`src/design/mmde_pkg.sv`:
```
// Shared definitions for the matrix multiply dot engine.
// Opcodes, register indexes, field widths, controller/datapath structs, index helpers.
// No dependencies.
`timescale 1ns / 1ps
`default_nettype none

package mmde_pkg;

  // defaults for the top-level parameters
  localparam int MAX_DIM_DEF = 16;
  localparam int LANES_DEF   = 4;

  // input field widths
  localparam int OP_W    = 2;
  localparam int IDX_W   = 4;
  localparam int VALUE_W = 16;
  localparam int IN_TDATA_W = 24;   // row, col, value

  // result field widths
  localparam int ACC_W       = 36;  // Q20.16 product field and lane sums
  localparam int PROD_W      = 32;  // one Q8.8 x Q8.8 term
  localparam int OUT_TDATA_W = 40;  // product padded to whole bytes

  // configuration port
  localparam int CFG_IDX_W  = 2;
  localparam int CFG_DATA_W = 5;
  localparam int DIM_REG_W  = 5;
  localparam int KG_REG_W   = 3;
  localparam int GROUP_LOG2 = 2;    // inner length = k_groups * 4

  localparam logic [CFG_IDX_W-1:0] CFG_M_ROWS   = 2'd0;
  localparam logic [CFG_IDX_W-1:0] CFG_N_COLS   = 2'd1;
  localparam logic [CFG_IDX_W-1:0] CFG_K_GROUPS = 2'd2;

  localparam logic [DIM_REG_W-1:0] M_ROWS_RST   = 5'd16;
  localparam logic [DIM_REG_W-1:0] N_COLS_RST   = 5'd16;
  localparam logic [KG_REG_W-1:0]  K_GROUPS_RST = 3'd4;

  // operations
  localparam logic [OP_W-1:0] OP_WR_A = 2'd0;
  localparam logic [OP_W-1:0] OP_WR_B = 2'd1;
  localparam logic [OP_W-1:0] OP_READ = 2'd2;

  typedef struct packed {
    logic wr_en;      // write request accepted
    logic rd_start;   // read request accepted: latch indices, clear lanes
    logic rd_issue;   // issue one step of lane reads
    logic reduce;     // one level of the lane adder tree
    logic load_out;   // load the result register
  } mmde_cmd_t;

  typedef struct packed {
    logic op_write;
    logic op_read;
    logic in_oor;     // read index outside the active matrix
    logic in_empty;   // inner length is zero
    logic last_step;
    logic pipe_busy;
    logic red_done;
  } mmde_stat_t;

  // k / lanes as a compare table, k is at most 15
  function automatic logic [IDX_W-1:0] word_of(input logic [IDX_W-1:0] k, input int lanes);
    logic [IDX_W-1:0] w;
    w = '0;
    for (int i = 0; i < (1 << IDX_W); i++) begin
      if (int'(k) >= i * lanes && int'(k) < (i + 1) * lanes) w = IDX_W'(i);
    end
    return w;
  endfunction

  // k mod lanes
  function automatic logic [IDX_W-1:0] bank_of(input logic [IDX_W-1:0] k, input int lanes);
    return k - IDX_W'(int'(word_of(k, lanes)) * lanes);
  endfunction

endpackage

`default_nettype wire

```
`src/design/mmde_ctrl.sv`:
```
// Controller for the dot engine: request handshake, read sequencing, result register valid.
// Depends on mmde_pkg for the command and status structs.
`timescale 1ns / 1ps
`default_nettype none

module mmde_ctrl (
  input  wire logic               clk,
  input  wire logic               rst,
  input  wire logic               s_tvalid,
  output logic                    s_tready,
  output logic                    m_tvalid,
  input  wire logic               m_tready,
  input  wire mmde_pkg::mmde_stat_t stat,
  output mmde_pkg::mmde_cmd_t     cmd
);

  localparam logic [2:0] ST_IDLE   = 3'd0;
  localparam logic [2:0] ST_RUN    = 3'd1;
  localparam logic [2:0] ST_DRAIN  = 3'd2;
  localparam logic [2:0] ST_REDUCE = 3'd3;
  localparam logic [2:0] ST_FINISH = 3'd4;

  logic [2:0] state, state_next;
  logic       accept;

  assign s_tready = (state == ST_IDLE);
  assign accept   = s_tvalid && s_tready;

  always_comb begin
    state_next   = state;
    cmd          = '0;
    cmd.wr_en    = accept && stat.op_write;
    cmd.rd_start = accept && stat.op_read;
    case (state)
      ST_IDLE: begin
        if (accept && stat.op_read) begin
          state_next = (stat.in_oor || stat.in_empty) ? ST_FINISH : ST_RUN;
        end
      end
      ST_RUN: begin
        cmd.rd_issue = 1'b1;
        if (stat.last_step) state_next = ST_DRAIN;
      end
      ST_DRAIN: begin
        if (!stat.pipe_busy) state_next = ST_REDUCE;
      end
      ST_REDUCE: begin
        if (stat.red_done) state_next = ST_FINISH;
        else cmd.reduce = 1'b1;
      end
      ST_FINISH: begin
        // result register free or emptied this cycle
        if (!m_tvalid || m_tready) begin
          cmd.load_out = 1'b1;
          state_next   = ST_IDLE;
        end
      end
      default: state_next = ST_IDLE;
    endcase
  end

  always_ff @(posedge clk) begin
    if (rst) begin
      state    <= ST_IDLE;
      m_tvalid <= 1'b0;
    end else begin
      state <= state_next;
      if (cmd.load_out) m_tvalid <= 1'b1;
      else if (m_tready) m_tvalid <= 1'b0;
    end
  end

endmodule

`default_nettype wire

```
`config.mk`:
```
export PLATFORM = sky130hd
export DESIGN_NAME = mmde_ctrl
export DESIGN_NICKNAME = d
export VERILOG_FILES = /design/src/design/mmde_pkg.sv /design/src/design/mmde_ctrl.sv
export SDC_FILE = /design/constraint.sdc
export NUM_CORES = 1
export LEC_CHECK = 0
export ABC_AREA = 1
export ABC_CLOCK_PERIOD_IN_PS = 1400
export BUFFER_PORTS_ARGS = -buffer_cell sky130_fd_sc_hd__buf_2
export CAP_MARGIN = 25
export CORE_AREA = 2 2 39 41
export DETAILED_ROUTE_END_ITERATION = 10
export DIE_AREA = 0 0 41 43
export PLACE_DENSITY_LB_ADDON = 0.08
export SKIP_LAST_GASP = 1
export SYNTH_ARGS = -nofsm -noshare
export SYNTH_HDL_FRONTEND = slang
export SYNTH_SLANG_ARGS = --single-unit
```
`constraint.sdc`:
```
create_clock -name clk -period 1.4 [get_ports clk]
set_input_delay 0 -clock clk [delete_from_list [all_inputs] [get_ports clk]]
set_output_delay 0 -clock clk [all_outputs]
set_load 0.02 [all_outputs]
```
==> key figures <==
Layout
  – Fillers: 149
  – # diodes: 0
  – Nets@finish: 84
  – Fraction of layout cells with a size suffix above 1: 0.338
  – Commonest non-fill, non-tap cell in the layout: buf_2
  – Synth-to-layout area growth: 51.1%
  – Most frequent cells in the layout: buf_2 (17), inv_1 (11), nand2_1 (10)
  – Post-route cell area: 425 µm²

STA
  – Setup TNS: 0 ns
  – Final Slew Violations: 0
  – Minimum clock period: 1.28 ns
  – Smallest hold slack: 0.0971 ns
  – # setup viols final: 0
  – Fmax: 779 MHz
  – Hold Violations, Final: 0
  – Slew HR: 0.834
  – Worst Max-Slew Pin Slew: 0.247 ns
  – Clk_skew: 0.00612 ns
  – Unrepaired setup endpoints after global routing: no
  – Final period utilization: 0.917

Die
  – Ports: 18
  – Die H: 43 µm
  – Die ar.: 1760 µm²
  – Core area: 1380 µm²
  – Row cnt: 14
  – Initial Util: 0.203
  – Die width: 41 µm

GRT
  – Global-route wire length before repair: 1.22 mm
  – Initial antenna violation count: 0
  – Pin count of the biggest net entering global routing: 7
  – Vias in the first global route: 339
  – Grt ovf: 0
  – Gr usage total: 0.103

Clock tree
  – H-tree levels: 1
  – CTS tree: done
  – Clock Sinks: 4
  – Resized cells post-CTS: 0
  – Clock transition at path regs: 0.04 ns
  – Clock tree buffer depth: 2
  – Root buffer cell: clkbuf_4
  – Worst-Skew Late Latency: 0.24 ns
  – Num CTS Buffers: 3
  – Post-CTS setup buffers: 0

Route
  – Routed wire length: 673 µm
  – Vias: 346
  – DR iter-0 viols: 1
  – Vias per cell: 3.98
  – Post-DRT Antenna Nets: 0
  – Drt pass-1 iters: 4
  – Per-cell routed wire length: 7.74 µm
  – Residual DRC: 0

Placement
  – IO buf count: 17
  – Post-DP HPWL: 566 µm
  – Placed cell area: 393 µm²
  – Gpl congestion: 0.706

Yosys
  – Synth warn: 0
  – Top post-synthesis cells by area: dfxtp_1 (28%), inv_1 (15%), nand2_1 (13%)
  – Net count after synthesis: 61
  – Yosys top cell area share: 0.284
  – Register area share after synthesis: 0.284
  – Seq cells post-synth: 4
  – Syn avg cell area: 5.63 µm²
  – Mapped Cells: 50
  – Synth cell types: 13
  – Syn Std Cell Area: 282 µm²
  – Synth area leader: dfxtp_1

Critical path
  – Critical path required time: 1.40 ns
  – Worst Setup Start Kind: flip-flop
  – Setup Crit Path Kind: flip-flop to output pin
  – Slowest cell on crit path: dfxtp_1
  – CP Max Fanout: 5
  – CP arrival: 1.28 ns
  – Slowest stage delay, CP: 0.35 ns
  – Worst-path cell chain: nor2_1 > nand2_1 > inv_2 > nand2_1 > nor2_1 > buf_2
  – CP Capture Type: output pin

Power and ir drop
  – Final Power: 0.398 mW
  – Internal power: 0.266 mW
  – Switching portion of total power: 0.331
  – VDD IR-drop max: 0.253 mV
  – Gate power share: 0.305
  – Reg power frac: 0.334
  – Clock Power Share: 0.361
  – Power Dens Cells: 936 nW/µm²
  – Sw power: 0.132 mW
  – Leakage: 0.253 nW

Job
  – Max Cap Viol: 0

Run status
  – Status: finished, final reports clean

Hold path
  – Hold Crit Class: input pin to flip-flop
## kinds of logic (layout without fill, tap and decap cells)
family,after synthesis,after routing,share of synthesized area
AOI/OAI and AO/OA,5,5,0.107
DFF,4,4,0.284
and+or+nand+nor,29,29,0.449
buffers and inverters,12,33,0.160
## worst paths after layout
path / startpoint / end / slack (ns) / depth (start not counted)
hold / removal: m_tready / m_tvalid / 0.1 / 4
hold reg to reg: m_tvalid / m_tvalid / 0.59 / 4
setup reg to reg: state[2] / state[0] / 0.29 / 7
setup / recovery: state[2] / cmd[4] / 0.12 / 6
## sequential cells by signal, indices dropped and copies added (netlist names)
register / cells
m_tvalid: 1
state: 3
## layout make-up
type                            count  area, µm²  area share
Clock buffer                        3       22.5      0.0529
Sequential cell                     4       80.1       0.188
Tap cell                           16       20.0      0.0471
Inverter                           12       45.0       0.106
Timing Repair Buffer               18       95.1       0.224
Multi-Input combinational cell     34        163       0.382
## synthesized netlist by cell type
cell type	instances
inv_1	11
nand2_1	10
nor2_1	9
nand3_1	6
dfxtp_1	4
a21oi_1	3
and2_1	1
inv_2	1
nand4_1	1
nor2_2	1
nor4_1	1
o21ai_2	1
o22ai_1	1
## power groups by stage
stage	sequential, mW	clock [mW]	combinational (mW)
2_1_floorplan	0.135	0	0.0784
3_3_place_gp	0.135	0	0.123
3_5_place_dp	0.134	0	0.121
4_1_cts	0.132	0.147	0.124
5_1_grt	0.134	0.150	0.138
6_report	0.133	0.144	0.121
## critical path, delay by kind of cell, from the launching register on
family	cells	cell delay [ns]
flip-flops	1	0.35
AND/OR/NAND/NOR	4	0.45
buffers and inverters	2	0.25
## stage by stage
stage / utilization / worst slack [ns] / std cells
2_1_floorplan: - / 0.238 / 50
3_3_place_gp: 0.284 / 0.250 / 83
3_5_place_dp: 0.284 / 0.289 / 83
4_1_cts: 0.307 / 0.103 / 87
5_1_grt: 0.307 / 0.00896 / 87
6_report: 0.307 / 0.116 / 87
## layer usage
layer	up-vias	GRT usage	wire length, µm
met5	-	0	0
met4	0	0.0800	14
met3	2	0.0314	36
met2	13	0.150	319
met1	133	0.119	303
li1	198	-	-
## repair_timing
action,4_1_cts,5_1_grt
hold buffers,1,0
hold endpoints to repair,4,0
setup endpoints to repair,0,0
Power figures use the tool's default switching activity.
